`config.mk`:
```
export PLATFORM = sky130hd
export DESIGN_NAME = c8x_alu
export DESIGN_NICKNAME = d
export VERILOG_FILES = /design/src/rtl/core/c8x_pkg.sv /design/src/rtl/core/c8x_alu.sv
export SDC_FILE = /design/constraint.sdc
export NUM_CORES = 1
export LEC_CHECK = 0
export BUFFER_PORTS_ARGS = -buffer_cell sky130_fd_sc_hd__buf_2
export CAP_MARGIN = 40
export CORE_AREA = 2 2 66 83
export DETAILED_ROUTE_END_ITERATION = 10
export DIE_AREA = 0 0 68 85
export PLACE_DENSITY_LB_ADDON = 0.12
export SLEW_MARGIN = 20
export SYNTH_ARGS = -nofsm -noshare
export SYNTH_HDL_FRONTEND = slang
export SYNTH_SLANG_ARGS = --single-unit
```
`constraint.sdc`:
```
create_clock -name vclk -period 6.1
set_clock_uncertainty 0.1 [all_clocks]
set_input_delay 0.305 -clock vclk [all_inputs]
set_output_delay 0.305 -clock vclk [all_outputs]
set_load 0.005 [all_outputs]
```
`src/rtl/core/c8x_pkg.sv`:
```
// ----------------------------------------------------------------------------
// c8x_pkg: shared types and constants of the CHIP-8 execute unit
// Holds the item op codes, the result codes, the display commands and the
// control group that the sequencer hands to the shared ALU.
// ----------------------------------------------------------------------------
`default_nettype none

package c8x_pkg;

   localparam int AddrBits = 12;
   localparam int MemBytesDefault = 4096;
   localparam int StackDepthDefault = 16;
   localparam int GlyphBytesDefault = 5;

   localparam logic [1:0] OP_EXEC = 2'd0;
   localparam logic [1:0] OP_LOAD = 2'd1;
   localparam logic [1:0] OP_TICK = 2'd2;

   localparam logic [1:0] ERR_NONE = 2'd0;
   localparam logic [1:0] ERR_OVERFLOW = 2'd1;
   localparam logic [1:0] ERR_UNDERFLOW = 2'd2;
   localparam logic [1:0] ERR_UNDEFINED = 2'd3;

   localparam logic [1:0] DISP_NONE = 2'd0;
   localparam logic [1:0] DISP_CLEAR = 2'd1;
   localparam logic [1:0] DISP_DRAW = 2'd2;

   localparam logic [0:0] CSR_PROGRAM_START = 1'b0;
   localparam logic [0:0] CSR_FONT_BASE = 1'b1;

   // shared ALU operations
   typedef enum logic [3:0] {
      ALU_PASS_B,
      ALU_OR,
      ALU_AND,
      ALU_XOR,
      ALU_ADD,
      ALU_SUB,
      ALU_SHR,
      ALU_SUBN,
      ALU_SHL,
      ALU_DEC_SAT
   } alu_op_type;

   typedef struct packed {
      alu_op_type op;
      logic [7:0] a;
      logic [7:0] b;
   } alu_req_type;

   typedef struct packed {
      logic [7:0] result;
      logic       flag;
      logic       equal;
   } alu_rsp_type;

endpackage

`default_nettype wire

```
`src/rtl/core/c8x_alu.sv`:
```
// ----------------------------------------------------------------------------
// c8x_alu: shared 8-bit ALU
// One add/subtract/logic/shift unit that the sequencer reuses for the 7xkk,
// 8xyN and compare steps of an instruction and for the timer decrements.
// ----------------------------------------------------------------------------
`default_nettype none

module c8x_alu
   import c8x_pkg::*;
(
   input  wire alu_req_type req,
   output alu_rsp_type      rsp
);

   logic [8:0] sum;

   always_comb begin
      sum = 9'd0;
      rsp.result = 8'd0;
      rsp.flag = 1'b0;
      rsp.equal = (req.a == req.b);
      case (req.op)
         ALU_PASS_B: rsp.result = req.b;
         ALU_OR: rsp.result = req.a | req.b;
         ALU_AND: rsp.result = req.a & req.b;
         ALU_XOR: rsp.result = req.a ^ req.b;
         ALU_ADD: begin
            sum = {1'b0, req.a} + {1'b0, req.b};
            rsp.result = sum[7:0];
            rsp.flag = sum[8];
         end
         ALU_SUB: begin
            rsp.result = req.a - req.b;
            rsp.flag = (req.a >= req.b);
         end
         ALU_SUBN: begin
            rsp.result = req.b - req.a;
            rsp.flag = (req.b >= req.a);
         end
         ALU_SHR: begin
            rsp.result = {1'b0, req.a[7:1]};
            rsp.flag = req.a[0];
         end
         ALU_SHL: begin
            rsp.result = {req.a[6:0], 1'b0};
            rsp.flag = req.a[7];
         end
         ALU_DEC_SAT: rsp.result = (req.a == 8'd0) ? 8'd0 : req.a - 8'd1;
         default: rsp.result = 8'd0;
      endcase
   end

endmodule

`default_nettype wire

```
; ---- Word level (Yosys, flattened, before mapping)
; Index checks and enable logic that the tools add are counted.
[op_classes]
n_addsub = 4
n_lt_le_gt_ge = 2
n_eq_ne = 10
n_mux = 3
bitwise = 3
reduce_logical = 2
[ops]
columns = operator, count
row1 = one-hot mux 8 bit (10 select lines), 1
row2 = equality test 4 x 3 -> 1 bit (second input constant), 4
row3 = greater-or-equal comparator 8 bit, 2
row4 = subtractor 8 bit, 2
row5 = adder 8 x 8 -> 9 bit, 1
row6 = bitwise AND 8 bit, 1
row7 = equality test 4 x 2 -> 1 bit (second input constant), 2
row8 = equality test 4 bit (second input constant), 2
row9 = equality test 8 bit, 1
row10 = logical NOT 8 bit, 1
row11 = two-way mux 8 bit, 1
row12 = OR 8 bit, 1
row13 = subtractor 8 x 1 -> 8 bit (second input constant), 1
row14 = bitwise XOR 8 bit, 1
row15 = one-hot mux 1 bit (5 select lines), 1
row16 = equality test 4 x 1 -> 1 bit (second input constant), 1
row17 = logical NOT 4 bit, 1
[word_totals]
ff_bits = 0
word_cells = 24

; ---- Depth between registers and ports, before layout
[depth]
ltp_word = 3
ltp_mapped = 10

; ---- Worst setup path before layout
; OpenSTA, ideal clock, no wires.
[synth_timing]
path_kind = input-to-output
from = in req[8] (netlist bit)
to = out rsp[1] (netlist bit)
t_arrival_ns = 2.040
required_ns = 5.695
slack_ns = 3.655
path_stages = 10
n_path_buf = 0
path_cell_list = inv_1 > ha_1 > inv_1 > fa_1 > nand2b_1 > a21oi_1 > nor2_1 > nor2_1 > a222oi_1 > or4b_1
[synth_rtl]
columns = item, line
row1 = "start, declared", c8x_alu.sv:11  ; input wire alu_req_type req,
row2 = "end, declared", c8x_alu.sv:12  ; output alu_rsp_type rsp

==> results.md <==
- The row count is 29.
- Once layout is complete, the cells apart from fillers number 347.
- The slowest stage of the critical path is the or4b_1 cell.
- The count of endpoints failing hold in the final timing report was 0.
- The number of post-CTS setup repair buffers is 0.
- The via count normalized by instance count is 6.20.
- The number of buffers added to fix hold violations after cts is 0.
- The congestion estimate from routability-driven global placement came to 0.909.
- In the final timing run, aggregate negative setup slack is 0 ns.
- There are 0 flip-flops and latches.
- Summing all multi-input logic gate instances after layout gives 1750 µm².
- Before antenna repair, the detailed router went through 5 iterations.
- In the final layout, flip-flops and latches occupy 0 µm².
- Of all cell types, the one taking the most synthesized area is ha_1.
- The pin count of the biggest net entering global routing is 29.
- The number of pins exceeding their max-slew limit in the final report is 0.
- The placed standard-cell area is 2090 µm².
- Detailed placement ended at an HPWL of 5170 µm.
- Setup violations remaining at the end of the flow were counted as 0.
- STA puts the critical path data required time at 5.69 ns.
- The biggest cell delay along the critical path is 0.48 ns.
- The signal on the critical path passes through buf_2 > inv_1 > ha_1 > inv_1 > fa_1 > nand2b_1 > a21oi_1 > nor2_1 > nor2_1 > a222oi_1 > or4b_1 > buf_2.
- The total I/O pin count is 30.
- The total routed wirelength is 6660 µm.
- The sequential cell area fraction in the yosys report is 0.
- 0 antenna diodes ended up in the layout.
- The synthesized netlist occupies a cell area of 1930 µm².
- The routed length per instance is 19.2 µm.
- The number of instances in the synthesized netlist is 268.
- The total area inside the core boundary comes to 5010 µm².
- The number of cells in the design after placement is 347.
- The path category of the worst min-delay check is in2out.
- The die is 85 µm tall.
- STA classifies the critical path endpoint as an output pin.
- The overall power after layout is 0.000167 W.
- The wire length of the first global-routing pass is 10,300 µm.
- In this run, the number of DRC markers left after iteration 0 of detailed routing was 160.
- Global routing finished with a remaining overflow of 0.
- Max-cap violations in this run came to 0.
- The mean instance size in the synthesized netlist is 7.21 µm².
- In this run the tool buffered the top-level ports with 30 buffer cells.
- In the post-synthesis netlist, the cell with the most instances is ha_1.
- The worst endpoint data arrival time is 2.64 ns.
- The shortest period the worst path allows is 3.04 ns.
- By area the synthesized netlist is led by ha_1 22%, a21oi_1 5.4%, inv_1 5.1%.
- The warning count from the yosys run is 0.
- The power density normalized to cell area is 80.2 nW/µm².
- The die covers 5780 µm².
- The via count of the first global-routing pass came to 1,916.
- Setup repair after global routing left no endpoint under its margin.
- In the routed design, unresolved DRC markers number 0.
- The area growth from synthesis to final layout is 7.97%.
- The kind of critical path is in2out.
- The number of antenna violations at the first check in global routing was 0.
- The kind of start point of the critical path is a primary input.
- Of all nets on the critical path, the largest fanout is 8.
- The layout clock buffer count is 0.
- The number of nets in the final layout is 344.
- The reported leakage power is 0.946 nW.
- The routed layout has 2,150 vias.
- The slew at the pin closest to its max-slew limit is 0.850 ns.
- Counting instances in the post-synthesis netlist gives the leading cell types as 34 x ha_1, 26 x inv_1, 24 x nor2_1.
- Synthesis produced a netlist with a net count of 325.
- The share of the clock period used by the worst path is 0.499.
- Static timing analysis puts the maximum clock frequency at 0.328 GHz.
- Summing all non-filler instances in the final layout gives an area of 2090 µm².
- In this run the horizontal extent of the chip is 68 µm.
- The relative slew slack is 0.429.
- The number of filler instances in the final layout is 564.
- The fraction of layout instances using a drive strength above 1 is 0.158.
- The portion of synthesized cell area occupied by the leading cell type is 0.220.
- The unique cell type count in the Yosys netlist is 59.
- The flow ran to the end, and the final reports show no timing, DRC or antenna violations.
- For this run, the total global-route usage over all layers was measured as 0.228.
- For this configuration, the core starts out at a cell density of 0.386.
- Post-CTS repair changed the size of 0 cells.
- The count of antenna-violating nets left after detailed routing is 0.
- VDD sags by at most 0.0000292 V.
## layer usage
metal,GRT usage,part of all wire,up-vias
met4,0.0473,0.023,0
met3,0.0133,0.064,10
li1,-,-,1023
met2,0.366,0.48,91
met1,0.332,0.44,1026
met5,0,0,-
## where the power goes
group / switching (W) / leakage [nW] / total (W) / internal, W
Combinational: 0.000102 / 0.946 / 0.000167 / 0.0000656
Sequential: 0 / 0 / 0 / 0
Clock: 0 / 0 / 0 / 0
Total: 0.000102 / 0.946 / 0.000167 / 0.0000656
## worst max-delay path: cells and delay by family
family,cells,cell delay (ns)
AO/OA/AOI/OAI,2,0.39
adder cells (fa/ha/maj),2,0.58
buffers and inverters,4,0.51
AND/OR/NAND/NOR,4,0.86
## layout by cell type (no fill, tap or decap), drive strengths merged, types with 2 or more instances in the layout
| cell type | count |
|---|---|
| nor4 | 5 |
| xnor2 | 9 |
| nand3 | 5 |
| a211o | 2 |
| nor2b | 5 |
| o21ai | 17 |
| a211oi | 3 |
| nor3 | 8 |
| nand2b | 9 |
| o41ai | 3 |
| o22ai | 5 |
| mux2i | 5 |
| a221oi | 9 |
| a21oi | 22 |
| a22oi | 2 |
| nor2 | 24 |
| fa | 3 |
| a222oi | 2 |
| o21bai | 6 |
| buf | 32 |
| o221ai | 2 |
| nand2 | 11 |
| a32oi | 2 |
| nor3b | 3 |
| inv | 26 |
| a21o | 3 |
| and3 | 5 |
| ha | 34 |
| o211ai | 4 |
## cells by family after synthesis
kind of cell / count (synthesis) / synth area share
buffers and inverters: 41 / 0.0971
xor gates and xnor gates: 9 / 0.0408
AOI/OAI and AO/OA: 93 / 0.348
and+or+nand+nor: 82 / 0.231
muxes: 6 / 0.0317
adders and majority gates: 37 / 0.251
## through the flow
stage | hold WS [ns] | utilization | setup WS (ns)
after floorplan | 0.584 | - | 3.65
after global placement | 0.917 | 0.413 | 3.15
after detailed placement | 0.922 | 0.417 | 3.11
after CTS | 0.923 | 0.417 | 3.09
after global routing | 0.942 | 0.417 | 2.93
final | 0.936 | 0.417 | 3.06
## path summary, 6_finish.rpt
path	start	to	slack, ns	cells after the start
setup / recovery	req[8]	rsp[1]	3.06	12
hold / removal	req[8]	rsp[2]	0.94	3
## layout make-up
cell class                 instances  share of cell area
multi-input combinational        227               0.839
timing repair buffer              32              0.0768
inverter                          26              0.0468
tap                               62              0.0372
Power figures use the tool's default switching activity.
